File: src/hw/rtl/lidar_bev_voxel_accumulator_core_macros.svh
// ----------------------------------------------------------------------------
// Assertion macros for the BEV voxel accumulator
// Implication checks on the core clock, disabled during reset.
// ----------------------------------------------------------------------------
`ifndef LIDAR_BEV_VOXEL_ACCUMULATOR_CORE_MACROS_SVH
`define LIDAR_BEV_VOXEL_ACCUMULATOR_CORE_MACROS_SVH

// same-cycle implication
`define LBVA_ASSERT_NOW(lbl, pre, post, msg) \
   lbl: assert property (@(posedge clock) disable iff (reset) (pre) |-> (post)) \
      else $error(msg);

// next-cycle implication
`define LBVA_ASSERT_NEXT(lbl, pre, post, msg) \
   lbl: assert property (@(posedge clock) disable iff (reset) (pre) |=> (post)) \
      else $error(msg);

`endif

File: src/hw/rtl/lbva_pkg.sv
// ----------------------------------------------------------------------------
// lbva_pkg
// Shared types, constants and index helpers of the BEV voxel accumulator.
// ----------------------------------------------------------------------------
package lbva_pkg;

   localparam int GRID_COLS_DEF     = 300;
   localparam int GRID_ROWS_DEF     = 300;
   localparam int HEIGHT_SLICES_DEF = 60;
   localparam int COUNT_BITS_DEF    = 20;

   localparam int XY_MIN_MM  = -75000;
   localparam int Z_MIN_MM   = -2000;
   localparam int XY_STEP_MM = 500;
   localparam int Z_STEP_MM  = 100;

   localparam int ACT_W  = 2;
   localparam int XY_W   = 18;
   localparam int Z_W    = 14;
   localparam int VAL_W  = 16;
   localparam int NXY_W  = 19;   // x - min inside the box, < 1024*500
   localparam int NZ_W   = 13;   // z - min inside the box, < 64*100
   localparam int QXY_W  = 10;
   localparam int QZ_W   = 7;

   // reciprocal scaling: q ~ (n * RCP) >> SHIFT, low by at most one
   localparam int XY_SHIFT = 28;
   localparam int XY_RCP   = (1 << XY_SHIFT) / XY_STEP_MM;
   localparam int Z_SHIFT  = 24;
   localparam int Z_RCP    = (1 << Z_SHIFT) / Z_STEP_MM;

   localparam int DIV_STEPS = VAL_W;  // mean always fits 16 bits
   localparam int DIV_CNT_W = 4;

   typedef enum logic [ACT_W-1:0] {
      ACT_ADD        = 2'd0,
      ACT_READ       = 2'd1,
      ACT_READ_CLEAR = 2'd2,
      ACT_NONE       = 2'd3
   } action_type;

   typedef enum logic [3:0] {
      ST_CLEAR, ST_IDLE, ST_PREP, ST_SCALE, ST_INDEX,
      ST_ADDR, ST_READ, ST_UPDATE, ST_DIVIDE, ST_DONE
   } state_type;

   typedef struct packed {
      logic clear_step;
      logic load;
      logic prep;
      logic scale;
      logic index;
      logic addr;
      logic read;
      logic update;
      logic div_step;
      logic emit;
   } cmd_type;

   typedef struct packed {
      logic clear_last;
      logic div_last;
      logic out_free;
   } status_type;

   function automatic logic [QXY_W-1:0] fix_xy(logic [NXY_W-1:0] n, logic [QXY_W-1:0] e);
      logic [NXY_W:0] r;
      r = {1'b0, n} - (NXY_W+1)'(e) * (NXY_W+1)'(XY_STEP_MM);
      return (r >= (NXY_W+1)'(XY_STEP_MM)) ? e + QXY_W'(1) : e;
   endfunction

   function automatic logic [QZ_W-1:0] fix_z(logic [NZ_W-1:0] n, logic [QZ_W-1:0] e);
      logic [NZ_W:0] r;
      r = {1'b0, n} - (NZ_W+1)'(e) * (NZ_W+1)'(Z_STEP_MM);
      return (r >= (NZ_W+1)'(Z_STEP_MM)) ? e + QZ_W'(1) : e;
   endfunction

endpackage

File: src/hw/rtl/lbva_ctrl.sv
// ----------------------------------------------------------------------------
// lbva_ctrl
// Sequencer: clearing sweep, then one transaction at a time through the datapath.
// ----------------------------------------------------------------------------
module lbva_ctrl (
   input  logic                  clock,
   input  logic                  reset,
   input  logic                  req_tvalid,
   output logic                  req_tready,
   input  lbva_pkg::status_type  status,
   output lbva_pkg::cmd_type     cmd
);

   lbva_pkg::state_type state_ff, state_in;

   always_ff @(posedge clock) begin
      if (reset) begin
         state_ff <= lbva_pkg::ST_CLEAR;
      end else begin
         state_ff <= state_in;
      end
   end

   always_comb begin
      state_in   = state_ff;
      cmd        = '0;
      req_tready = 1'b0;
      case (state_ff)
         lbva_pkg::ST_CLEAR: begin
            cmd.clear_step = 1'b1;
            if (status.clear_last) state_in = lbva_pkg::ST_IDLE;
         end
         lbva_pkg::ST_IDLE: begin
            req_tready = 1'b1;
            if (req_tvalid) begin
               cmd.load = 1'b1;
               state_in = lbva_pkg::ST_PREP;
            end
         end
         lbva_pkg::ST_PREP: begin
            cmd.prep = 1'b1;
            state_in = lbva_pkg::ST_SCALE;
         end
         lbva_pkg::ST_SCALE: begin
            cmd.scale = 1'b1;
            state_in  = lbva_pkg::ST_INDEX;
         end
         lbva_pkg::ST_INDEX: begin
            cmd.index = 1'b1;
            state_in  = lbva_pkg::ST_ADDR;
         end
         lbva_pkg::ST_ADDR: begin
            cmd.addr = 1'b1;
            state_in = lbva_pkg::ST_READ;
         end
         lbva_pkg::ST_READ: begin
            cmd.read = 1'b1;
            state_in = lbva_pkg::ST_UPDATE;
         end
         lbva_pkg::ST_UPDATE: begin
            cmd.update = 1'b1;
            state_in   = lbva_pkg::ST_DIVIDE;
         end
         lbva_pkg::ST_DIVIDE: begin
            cmd.div_step = 1'b1;
            if (status.div_last) state_in = lbva_pkg::ST_DONE;
         end
         lbva_pkg::ST_DONE: begin
            if (status.out_free) begin
               cmd.emit = 1'b1;
               state_in = lbva_pkg::ST_IDLE;
            end
         end
         default: state_in = lbva_pkg::ST_CLEAR;
      endcase
   end

endmodule

File: config.mk
export PLATFORM = sky130hd
export DESIGN_NAME = lbva_ctrl
export DESIGN_NICKNAME = d
export VERILOG_FILES = /design/src/hw/rtl/lidar_bev_voxel_accumulator_core_macros.svh /design/src/hw/rtl/lbva_pkg.sv /design/src/hw/rtl/lbva_ctrl.sv
export SDC_FILE = /design/constraint.sdc
export NUM_CORES = 1
export LEC_CHECK = 0
export ABC_AREA = 1
export BUFFER_PORTS_ARGS = -buffer_cell sky130_fd_sc_hd__buf_2
export CAP_MARGIN = 20
export CORE_AREA = 2 2 39 41
export DETAILED_ROUTE_END_ITERATION = 10
export DIE_AREA = 0 0 41 43
export SLEW_MARGIN = 20
export SYNTH_ARGS = -nofsm -noshare
export SYNTH_HDL_FRONTEND = slang
export SYNTH_SLANG_ARGS = --single-unit
File: constraint.sdc
create_clock -name clock -period 1.37 [get_ports clock]
set_clock_uncertainty 0.1 [all_clocks]
set_input_delay 0.2055 -clock clock [delete_from_list [all_inputs] [get_ports clock]]
set_output_delay 0.2055 -clock clock [all_outputs]
set_load 0.01 [all_outputs]
# Word level (Yosys, flattened, before mapping)
# Index checks and enable logic that the tools add are counted.
dict set report totals {
  ff_bits 4
  inputBits 6
  out_inout_bits 11
  elab_cells 34
}
dict set report classes {
  n_eq_ne 13
  mux 18
  reduce_logical 2
}
# operator n
set ops {}
lappend ops {{4-bit one-hot mux with 10 select lines} 1}
lappend ops {{4-bit by 3-bit == test with 1-bit output (second input constant)} 4}
lappend ops {{4-bit two-way mux} 4}
lappend ops {{1-bit two-way mux} 13}
lappend ops {{4-bit by 2-bit == test with 1-bit output (second input constant)} 2}
lappend ops {{4-bit == test (second input constant)} 2}
lappend ops {{2-bit inequality test (second input constant)} 4}
lappend ops {{4-bit by 1-bit == test with 1-bit output (second input constant)} 1}
lappend ops {{4-bit zero test} 1}
lappend ops {{4-bit AND reduction} 1}

# Depth between registers and ports, before layout
# Gate-level depths: netlist (run 1).
dict set report depth {
  ltp_word 3
  ltp_mapped 8
  mapped_depth_nobuf 8
}

# Least setup slack after synthesis (run 1)
# No wires, ideal clock.
dict set report synth_timing {
  path_type {reg2out}
  from {reg state_ff[3]}
  to {out cmd[0] in the netlist's numbering}
  arrival_time_ns 0.933
  t_required_ns 1.065
  path_slack_ns 0.131
  path_stages_with_launch 5
  path_cell_list {dfxtp_1 inv_2 nor2_2 inv_1 nor3_1}
}
# element line
set synth_rtl {}
lappend synth_rtl {{start, declared} lbva_ctrl.sv:14} ;# lbva_pkg::state_type state_ff, state_in;
lappend synth_rtl {{start signal, assigned} lbva_ctrl.sv:18} ;# state_ff <= lbva_pkg::ST_CLEAR;
lappend synth_rtl {{start signal, assigned} lbva_ctrl.sv:20} ;# state_ff <= state_in;
lappend synth_rtl {{end, declared} lbva_ctrl.sv:11} ;# output lbva_pkg::cmd_type cmd

==> flow_metrics.env, run 1 <==
export IMPL_status="finished, violations left"
export IMPL_failed_checks="setup timing"
export IMPL_synthSimpleGateAreaFrac=0.537
export IMPL_p_leak_uw=0.000288
export IMPL_cts_buffer_depth=2
export IMPL_crit_path_end_kind="output pin"
export IMPL_endpoint="cmd[7]"
export IMPL_first_iter_violations=7
export IMPL_ys_ff_latch=4
export IMPL_dr_pass1_iters=4
export IMPL_syn_nets=58
export IMPL_finalCritPeriodShare=1.03
export IMPL_finalSetupViolations=2
export IMPL_gr_max_usage_layer="met2"
export IMPL_die_area_sq_um=1760
export IMPL_grt_pass1_vias=349
export IMPL_antenna_found_initial=0
export IMPL_relSlewSlack=0.873
export IMPL_worst_hold_slack_ns=0.0412
export IMPL_grt_pass1_wl_mm=1.29
export IMPL_grt_remaining_overflow=0
export IMPL_routabilityCongestion=0.695
export IMPL_muxShareOfSynthArea=0
export IMPL_num_io_pins=17
export IMPL_num_rows=14
export IMPL_cpPeakStageDelay_ns=0.34
export IMPL_clock_tree_root_cell="clkbuf_4"
export IMPL_syn_area_per_cell_sq_um=6.23
export IMPL_grt_total_usage=0.111
export IMPL_r2r_cells=9
export IMPL_dpl_cell_area_sq_um=432
export IMPL_total_power_uw=1100
export IMPL_dr_total_vias=404
export IMPL_slowest_stage="dfxtp_2"
export IMPL_synth_top_area_frac=0.247
export IMPL_reg2reg_to="state_ff[3]"
export IMPL_netlist_top_cells_area="dfxtp_1, inv_1, nor2_1"
export IMPL_area_growth_syn_to_layout_pct=76.8
export IMPL_wl_per_cell_microns=10.4
export IMPL_crit_fanout=5
export IMPL_synthAdderAreaFrac=0
export IMPL_layout_nets=84
export IMPL_timing_setup_tns_ns=-0.0660
export IMPL_n_antenna_cell=0
export IMPL_die_y_microns=43
export IMPL_drcViolationCount=0
export IMPL_worst_slew_pin_slew_ns=0.190
export IMPL_min_path_type="input port to flop"
export IMPL_rsz0062_at_grt="true"
export IMPL_antenna_left=0
export IMPL_cp_required_ns=1.06
export IMPL_postSynthCellCount=52
export IMPL_cts_buffers=3
export IMPL_fmax_ghz=0.708
export IMPL_grtUsageMet2=0.178
export IMPL_layout_common_cells="buf_2, nor2_4, inv_1, nor2_1, buf_4"
export IMPL_synth_area_sq_um=324
export IMPL_core_area_sq_um=1380
export IMPL_stdcell_area_sq_um=573
export IMPL_largest_reg_flops=4
export IMPL_power_density_nw_per_um2=1920
export IMPL_grt_max_degree=6
export IMPL_htree_levels=1
export IMPL_finalHoldViolCount=0
export IMPL_setup_ws_ns=-0.0432
export IMPL_cts_tree="yes"
export IMPL_drt_total_wl_microns=953
export IMPL_regMostFlops="state_ff"
export IMPL_ir_worst_vdd_mv=0.561
export IMPL_period_needed_ns=1.41
export IMPL_crit_chain="nor2_4, inv_4, nor3_2, buf_2"
export IMPL_clock_sinks=4
export IMPL_critPathLaunchType="flop"
export IMPL_largestRegisters="state_ff (4)"
export IMPL_drv_cap=0
export IMPL_worst_ep_arrival_time_ns=1.11
export IMPL_clk_pin_slew_worst_paths_ns=0.04
export IMPL_dp_hpwl_microns=647
export IMPL_crit_start="state_ff[2]"
export IMPL_synth_compound_area_share=0.0772
export IMPL_use_met1=0.115
export IMPL_synth_distinct_cells=15
export IMPL_numPortBuffers=16
export IMPL_viasPerCell=4.39
export IMPL_drv_slew=0
export IMPL_r2r_start="state_ff[2]"
export IMPL_synth_top_family_by_area="simple AND/OR/NAND/NOR gates"
export IMPL_crit_type="flop to output pin"
export IMPL_gr_usage_met3=0.0314
export IMPL_r2r_setup_slack_ns=0
export IMPL_drive_gt1_frac=0.697
export IMPL_yosys_area_top_type="dfxtp_1"
export IMPL_synth_xor_area_frac=0
export IMPL_initial_core_util=0.234
export IMPL_seq_area_frac_synth=0.247
export IMPL_clock_latency_ns=0.24
export IMPL_ys_warn_count=0
export IMPL_pre_cts_slack_ns=0.0741
export IMPL_final_common_cell="buf_2"
export IMPL_chipWidth_microns=41
[cells in the mapped netlist]
cell type / number
o21a_1: 1
inv_2: 3
a22oi_1: 1
inv_1: 9
nor3_1: 4
nand2_2: 1
nand2_1: 5
nor2_1: 9
nor2_2: 5
dfxtp_1: 4
nor2_4: 1
nand3_2: 2
a21oi_1: 2
nand3_1: 4
nor3b_2: 1
[logic make-up (layout without fill, tap and decap cells)]
logic type,Yosys count,after routing
AOI/OAI and AO/OA,4,4
and+or+nand+nor,32,32
buffers and inverters,12,36
DFF,4,4
[power by group]
group | internal [uW] | switching, uW | total (uW)
logic | 298 | 402 | 700
clock network | 98.1 | 49.3 | 147
registers | 172 | 77.8 | 250
[what timing repair did]
action,in CTS,in global routing
hold buffers,0,0
gates resized for setup,21,8
pin swaps,3,6
buffers inserted,3,1
endpoints found under the setup margin,11,12
[stage by stage]
step | instances | util
floorplan | 52 | -
global placement | 85 | 0.312
detailed placement | 85 | 0.312
CTS | 91 | 0.387
global route | 92 | 0.414
finish | 92 | 0.414
[worst max-delay path, delay by kind of cell (launching register included)]
family        cells  cell delay [ns]
buf+inv           2             0.22
flops             1             0.34
simple gates      2             0.31
[worst min path at each step]
stage	endpoint	startpoint	depth (start not counted)	slack (ns)
after CTS	state_ff[1]	reset	2	0.03
after floorplan	state_ff[1]	reset	1	0.18
after global placement	state_ff[1]	reset	2	0.29
final	state_ff[1]	reset	2	0.04
after global routing	state_ff[1]	reset	2	0.03
after detailed placement	state_ff[1]	reset	2	0.29
[per-layer routing]
layer,vias to the layer above,wire length [microns],part of all wire
met5,-,0,0
met4,0,0,0
met3,0,64,0.067
met2,13,512,0.54
met1,182,376,0.39
li1,209,-,-
[cell type report]
type	instances	area [sq um]
Sequential cell	4	92.6
Timing Repair Buffer	21	124
Clock buffer	3	22.5
Inverter	12	52.6
Multi-Input combinational cell	36	262
Tap cell	16	20.0
Fill cell	160	811
No activity file was read; power rests on OpenSTA's default activity.
==> run 2, diff against run 1 <==
--- a/config.mk
+++ b/config.mk
@@ -11,6 +11,7 @@
 export CORE_AREA = 2 2 39 41
 export DETAILED_ROUTE_END_ITERATION = 10
 export DIE_AREA = 0 0 41 43
+export PLACE_DENSITY_LB_ADDON = 0.3
 export SLEW_MARGIN = 20
 export SYNTH_ARGS = -nofsm -noshare
 export SYNTH_HDL_FRONTEND = slang
==> run 2 against run 1 <==
  * The flow still finishes with violations (setup timing)
  * Hold slack better by 0.0058 ns
  * Clock power about the same
  * Via count rose by 2.0%
  * Register-to-register slack gained 0.11 ns
  * Power grew 4.5%
  * Largest cell class unchanged
==> flow_metrics.env, run 2 (synthesis gave the netlist of run 1 again) <==
export IMPL_status="finished, violations left"
export IMPL_failed_checks="setup timing"
export IMPL_pwr_share_seq=0.217
export IMPL_relSlewSlack=0.877
export IMPL_clock_latency_ns=0.24
export IMPL_r2r_setup_slack_ns=0.11
export IMPL_r2r_cells=9
export IMPL_routabilityCongestion=0.683
export IMPL_die_area_sq_um=1760
export IMPL_core_area_sq_um=1380
export IMPL_grt_remaining_overflow=0
export IMPL_grt_total_usage=0.117
export IMPL_dpl_cell_area_sq_um=424
export IMPL_viasPerCell=4.43
export IMPL_die_y_microns=43
export IMPL_ir_worst_vdd_mv=0.616
export IMPL_antenna_left=0
export IMPL_first_iter_violations=6
export IMPL_drt_total_wl_microns=953
export IMPL_wl_met2_microns=503
export IMPL_cts_tree="yes"
export IMPL_finalSetupViolations=2
export IMPL_crit_fanout=5
export IMPL_clk_pin_slew_worst_paths_ns=0.04
export IMPL_r2r_start="state_ff[3]"
export IMPL_num_io_pins=17
export IMPL_cts_buffers=3
export IMPL_rsz0062_at_grt="true"
export IMPL_crit_path_end_kind="output pin"
export IMPL_finalHoldViolCount=0
export IMPL_clock_sinks=4
export IMPL_crit_type="flop to output pin"
export IMPL_cts_buffer_depth=2
export IMPL_clock_tree_root_cell="clkbuf_4"
export IMPL_p_sw_frac=0.478
export IMPL_total_power_uw=1150
export IMPL_p_leak_uw=0.000295
export IMPL_cts_hold_buf=0
export IMPL_drive_gt1_frac=0.714
export IMPL_drv_cap=0
export IMPL_setup_ws_ns=-0.0370
export IMPL_period_needed_ns=1.41
export IMPL_regMostFlops="state_ff"
export IMPL_antenna_found_initial=0
export IMPL_finalCritPeriodShare=1.03
export IMPL_timing_setup_tns_ns=-0.0592
export IMPL_grt_max_degree=6
export IMPL_met1_length_microns=362
export IMPL_chipWidth_microns=41
export IMPL_dp_hpwl_microns=653
export IMPL_fmax_ghz=0.711
export IMPL_largestRegisters="state_ff (4)"
export IMPL_drv_slew=0
export IMPL_maxUsedRoutingLayer="met4"
export IMPL_power_density_nw_per_um2=1960
export IMPL_worst_hold_slack_ns=0.0470
export IMPL_wl_per_cell_microns=10.2
export IMPL_n_antenna_cell=0
export IMPL_dr_total_vias=412
export IMPL_num_rows=14
export IMPL_cpPeakStageDelay_ns=0.36
export IMPL_switching_power_uw=548
export IMPL_layout_nets=85
export IMPL_largest_reg_flops=4
export IMPL_drcViolationCount=0
export IMPL_worst_ep_arrival_time_ns=1.10
export IMPL_slowest_stage="dfxtp_4"
export IMPL_crit_chain="nor2_4, inv_4, nor3_2, buf_2"
export IMPL_initial_core_util=0.234
export IMPL_cp_required_ns=1.06
export IMPL_area_growth_syn_to_layout_pct=80.7
export IMPL_min_path_type="input port to flop"
export IMPL_grt_pass1_vias=344
export IMPL_htree_levels=1
export IMPL_final_common_cell="buf_2"
export IMPL_whs_endpoint="state_ff[1]"
export IMPL_hold_depth=2
export IMPL_reg2reg_to="state_ff[3]"
export IMPL_pwr_share_clk=0.130
export IMPL_worst_slew_pin_slew_ns=0.184
export IMPL_stdcell_area_sq_um=586
export IMPL_fin_util=0.423
export IMPL_nFillCells=148
export IMPL_layout_common_cells="buf_2, inv_1, nor2_2"
export IMPL_power_internal_uw=599
export IMPL_dr_pass1_iters=4
export IMPL_min_from="reset"
export IMPL_met3_length_microns=62
export IMPL_numPortBuffers=16
export IMPL_critPathLaunchType="flop"
export IMPL_p_comb_frac=0.653
export IMPL_grt_pass1_wl_mm=1.32
run 2: worst max-delay path by stage:
stage          cells past startpoint      to        start  slack, ns
3_3_place_gp                       4  cmd[8]  state_ff[2]       0.06
5_1_grt                            4  cmd[8]  state_ff[3]       -0.1
3_5_place_dp                       4  cmd[8]  state_ff[2]       0.07
2_1_floorplan                      4  cmd[0]  state_ff[3]       0.13
4_1_cts                            5  cmd[0]  state_ff[3]      -0.04
6_report                           4  cmd[8]  state_ff[3]      -0.04
run 2: through the flow:
step                      instances  worst slack, ns
after floorplan                  52            0.131
after global placement           84           0.0640
after detailed placement         84           0.0730
after CTS                        91          -0.0376
after global routing             93          -0.0997
final                            93          -0.0370
run 2: power by group through the flow:
stage / registers [uW] / clock network (uW) / logic (uW)
2_1_floorplan: 194 / 0 / 378
3_3_place_gp: 201 / 0 / 507
3_5_place_dp: 205 / 0 / 503
4_1_cts: 232 / 159 / 624
5_1_grt: 255 / 168 / 827
6_report: 249 / 149 / 749
run 2: per-layer routing:
| layer | vias up | GRT usage |
|---|---|---|
| met5 | - | 0 |
| met2 | 17 | 0.178 |
| li1 | 213 | - |
| met4 | 0 | 0.100 |
| met1 | 178 | 0.123 |
| met3 | 4 | 0.0314 |
run 2: cell type report:
class / count / area [sq um] / share of cell area
clock buffer: 3 / 22.5 / 0.0385
multi-input combinational: 36 / 260 / 0.444
sequential: 4 / 92.6 / 0.158
inverter: 12 / 55.1 / 0.0940
tap: 16 / 20.0 / 0.0342
timing repair buffer: 22 / 135 / 0.231
run 2: worst max-delay path, delay by kind of cell (launching register included):
family                 cells  cell delay, ns
DFF                        1            0.36
and+or+nand+nor            2            0.28
buffers and inverters      2            0.22
run 2: what timing repair did:
action                                  CTS  global route
buffers inserted                          4             2
resized for setup                        15            16
pin swaps                                 2             4
endpoints found under the setup margin   11            11
==> run 3, diff against run 2 <==
--- a/config.mk
+++ b/config.mk
@@ -12,6 +12,7 @@
 export DETAILED_ROUTE_END_ITERATION = 10
 export DIE_AREA = 0 0 41 43
 export PLACE_DENSITY_LB_ADDON = 0.3
+export SETUP_SLACK_MARGIN = 0.02
 export SLEW_MARGIN = 20
 export SYNTH_ARGS = -nofsm -noshare
 export SYNTH_HDL_FRONTEND = slang
==> constraint.sdc (replaced) <==
create_clock -name clock -period 1.3 [get_ports clock]
set_clock_uncertainty 0.1 [all_clocks]
set_input_delay 0.195 -clock clock [delete_from_list [all_inputs] [get_ports clock]]
set_output_delay 0.195 -clock clock [all_outputs]
set_load 0.01 [all_outputs]
==> run 3 against run 2 <==
  * The flow still finishes with violations (setup timing)
  * Non-clock buffer count up 5
  * Sequential share of layout area down 1.0 points
  * First-iteration DRC count up 17%
  * Combinational power up 17%
  * Register-to-register slack worse by 0.12 ns
  * Die area unchanged
  * Design area up 6.8%
  * Largest power group unchanged
  * Highest routed layer is now met3
==> flow_metrics.env, run 3 (synthesis gave the netlist of run 1 again) <==
export IMPL_drv_slew=0
export IMPL_fmax_ghz=0.725
export IMPL_crit_family="flip-flops"
export IMPL_antenna_found_initial=0
export IMPL_r2r_setup_slack_ns=-0.01
export IMPL_cp_required_ns=1.00
export IMPL_crit_type="flop to output pin"
export IMPL_cts_buffer_depth=2
export IMPL_p_leak_uw=0.000319
export IMPL_largestRegisters="state_ff (4)"
export IMPL_rsz0062_at_grt="true"
export IMPL_viasPerCell=4.42
export IMPL_worst_hold_slack_ns=0.0336
export IMPL_crit_path_end_kind="output pin"
export IMPL_n_antenna_cell=0
export IMPL_timing_setup_tns_ns=-0.338
export IMPL_cp_num_buf_inv=3
export IMPL_cpPeakStageDelay_ns=0.37
export IMPL_ir_worst_vdd_mv=0.687
export IMPL_total_power_uw=1290
export IMPL_grt_total_usage=0.124
export IMPL_slowest_stage="dfxtp_4"
export IMPL_area_growth_syn_to_layout_pct=93.1
export IMPL_routabilityCongestion=0.716
export IMPL_num_rows=14
export IMPL_drive_gt1_frac=0.707
export IMPL_clock_latency_ns=0.23
export IMPL_antenna_left=0
export IMPL_grt_pass1_vias=403
export IMPL_layout_common_cells="buf_2, buf_4, nor2_4, inv_1, nor2_1"
export IMPL_min_from="reset"
export IMPL_first_iter_violations=7
export IMPL_regMostFlops="state_ff"
export IMPL_drcViolationCount=0
export IMPL_stdcell_area_sq_um=626
export IMPL_die_y_microns=43
export IMPL_grt_max_degree=6
export IMPL_cts_buffers=3
export IMPL_nFillCells=151
export IMPL_dp_hpwl_microns=686
export IMPL_core_area_sq_um=1380
export IMPL_die_area_sq_um=1760
export IMPL_clock_tree_root_cell="clkbuf_4"
export IMPL_num_io_pins=17
export IMPL_failed_checks="setup timing"
export IMPL_crit_fanout=3
export IMPL_r2r_start="state_ff[3]"
export IMPL_chipWidth_microns=41
export IMPL_relSlewSlack=0.896
export IMPL_dr_pass1_iters=4
export IMPL_setup_ws_ns=-0.0795
export IMPL_drt_total_wl_microns=959
export IMPL_min_path_type="input port to flop"
export IMPL_crit_chain="inv_4, nor2_4, inv_2, nor3_2, buf_2"
export IMPL_dr_total_vias=433
export IMPL_final_common_cell="buf_2"
export IMPL_dpl_cell_area_sq_um=439
export IMPL_wl_per_cell_microns=9.79
export IMPL_crit_start="state_ff[3]"
export IMPL_numPortBuffers=16
export IMPL_clk_pin_slew_worst_paths_ns=0.04
export IMPL_critPathLaunchType="flop"
export IMPL_initial_core_util=0.234
export IMPL_layout_nets=90
export IMPL_finalSetupViolations=11
export IMPL_worst_ep_arrival_time_ns=1.08
export IMPL_grt_remaining_overflow=0
export IMPL_power_density_nw_per_um2=2060
export IMPL_cts_hold_buf=0
export IMPL_clock_sinks=4
export IMPL_status="finished, violations left"
export IMPL_period_needed_ns=1.38
export IMPL_finalCritPeriodShare=1.06
export IMPL_worst_slew_pin_slew_ns=0.156
export IMPL_drv_cap=0
export IMPL_grt_pass1_wl_mm=1.51
export IMPL_finalHoldViolCount=0
export IMPL_cts_tree="yes"
export IMPL_largest_reg_flops=4
export IMPL_htree_levels=1
run 3: area by class of cell:
class | instances | area [sq um] | area share
sequential | 4 | 92.6 | 0.148
tap | 16 | 20.0 | 0.0320
inverter | 12 | 50.0 | 0.0800
multi-input combinational | 36 | 272 | 0.434
clock buffer | 3 | 22.5 | 0.0360
timing repair buffer | 27 | 169 | 0.270
run 3: per-layer routing:
metal,routed length [microns],vias to the layer above,track usage
met2,522,18,0.219
met5,0,-,0
met1,368,193,0.135
met3,67,0,0.0314
li1,-,222,-
met4,0,0,0.0400
run 3: where the power goes:
| group | total, uW | leakage [uW] | switching, uW | internal, uW |
|---|---|---|---|---|
| Clock | 152 | 0.0000138 | 48.8 | 103 |
| Combinational | 875 | 0.000270 | 465 | 410 |
| Sequential | 260 | 0.0000353 | 78.0 | 181 |
| Total | 1290 | 0.000319 | 592 | 695 |
run 3: through the flow:
step	utilization	instances	setup slack (ns)
4_1_cts	0.412	96	-0.0802
6_report	0.452	98	-0.0795
5_1_grt	0.452	98	-0.156
2_1_floorplan	-	52	0.0717
3_5_place_dp	0.317	86	0.0135
3_3_place_gp	0.317	86	0.0308
run 3: worst paths after layout:
check / end / cells past startpoint
max: cmd[0] / 5
min reg2reg: state_ff[3] / 2
max reg2reg: state_ff[3] / 10
min: state_ff[1] / 2
run 3: timing repair:
action | in CTS | in global routing
gates cloned | 0 | 0
gates resized for setup | 20 | 9
setup endpoints to repair | 11 | 14
buffers inserted | 7 | 2
pin swaps | 5 | 4
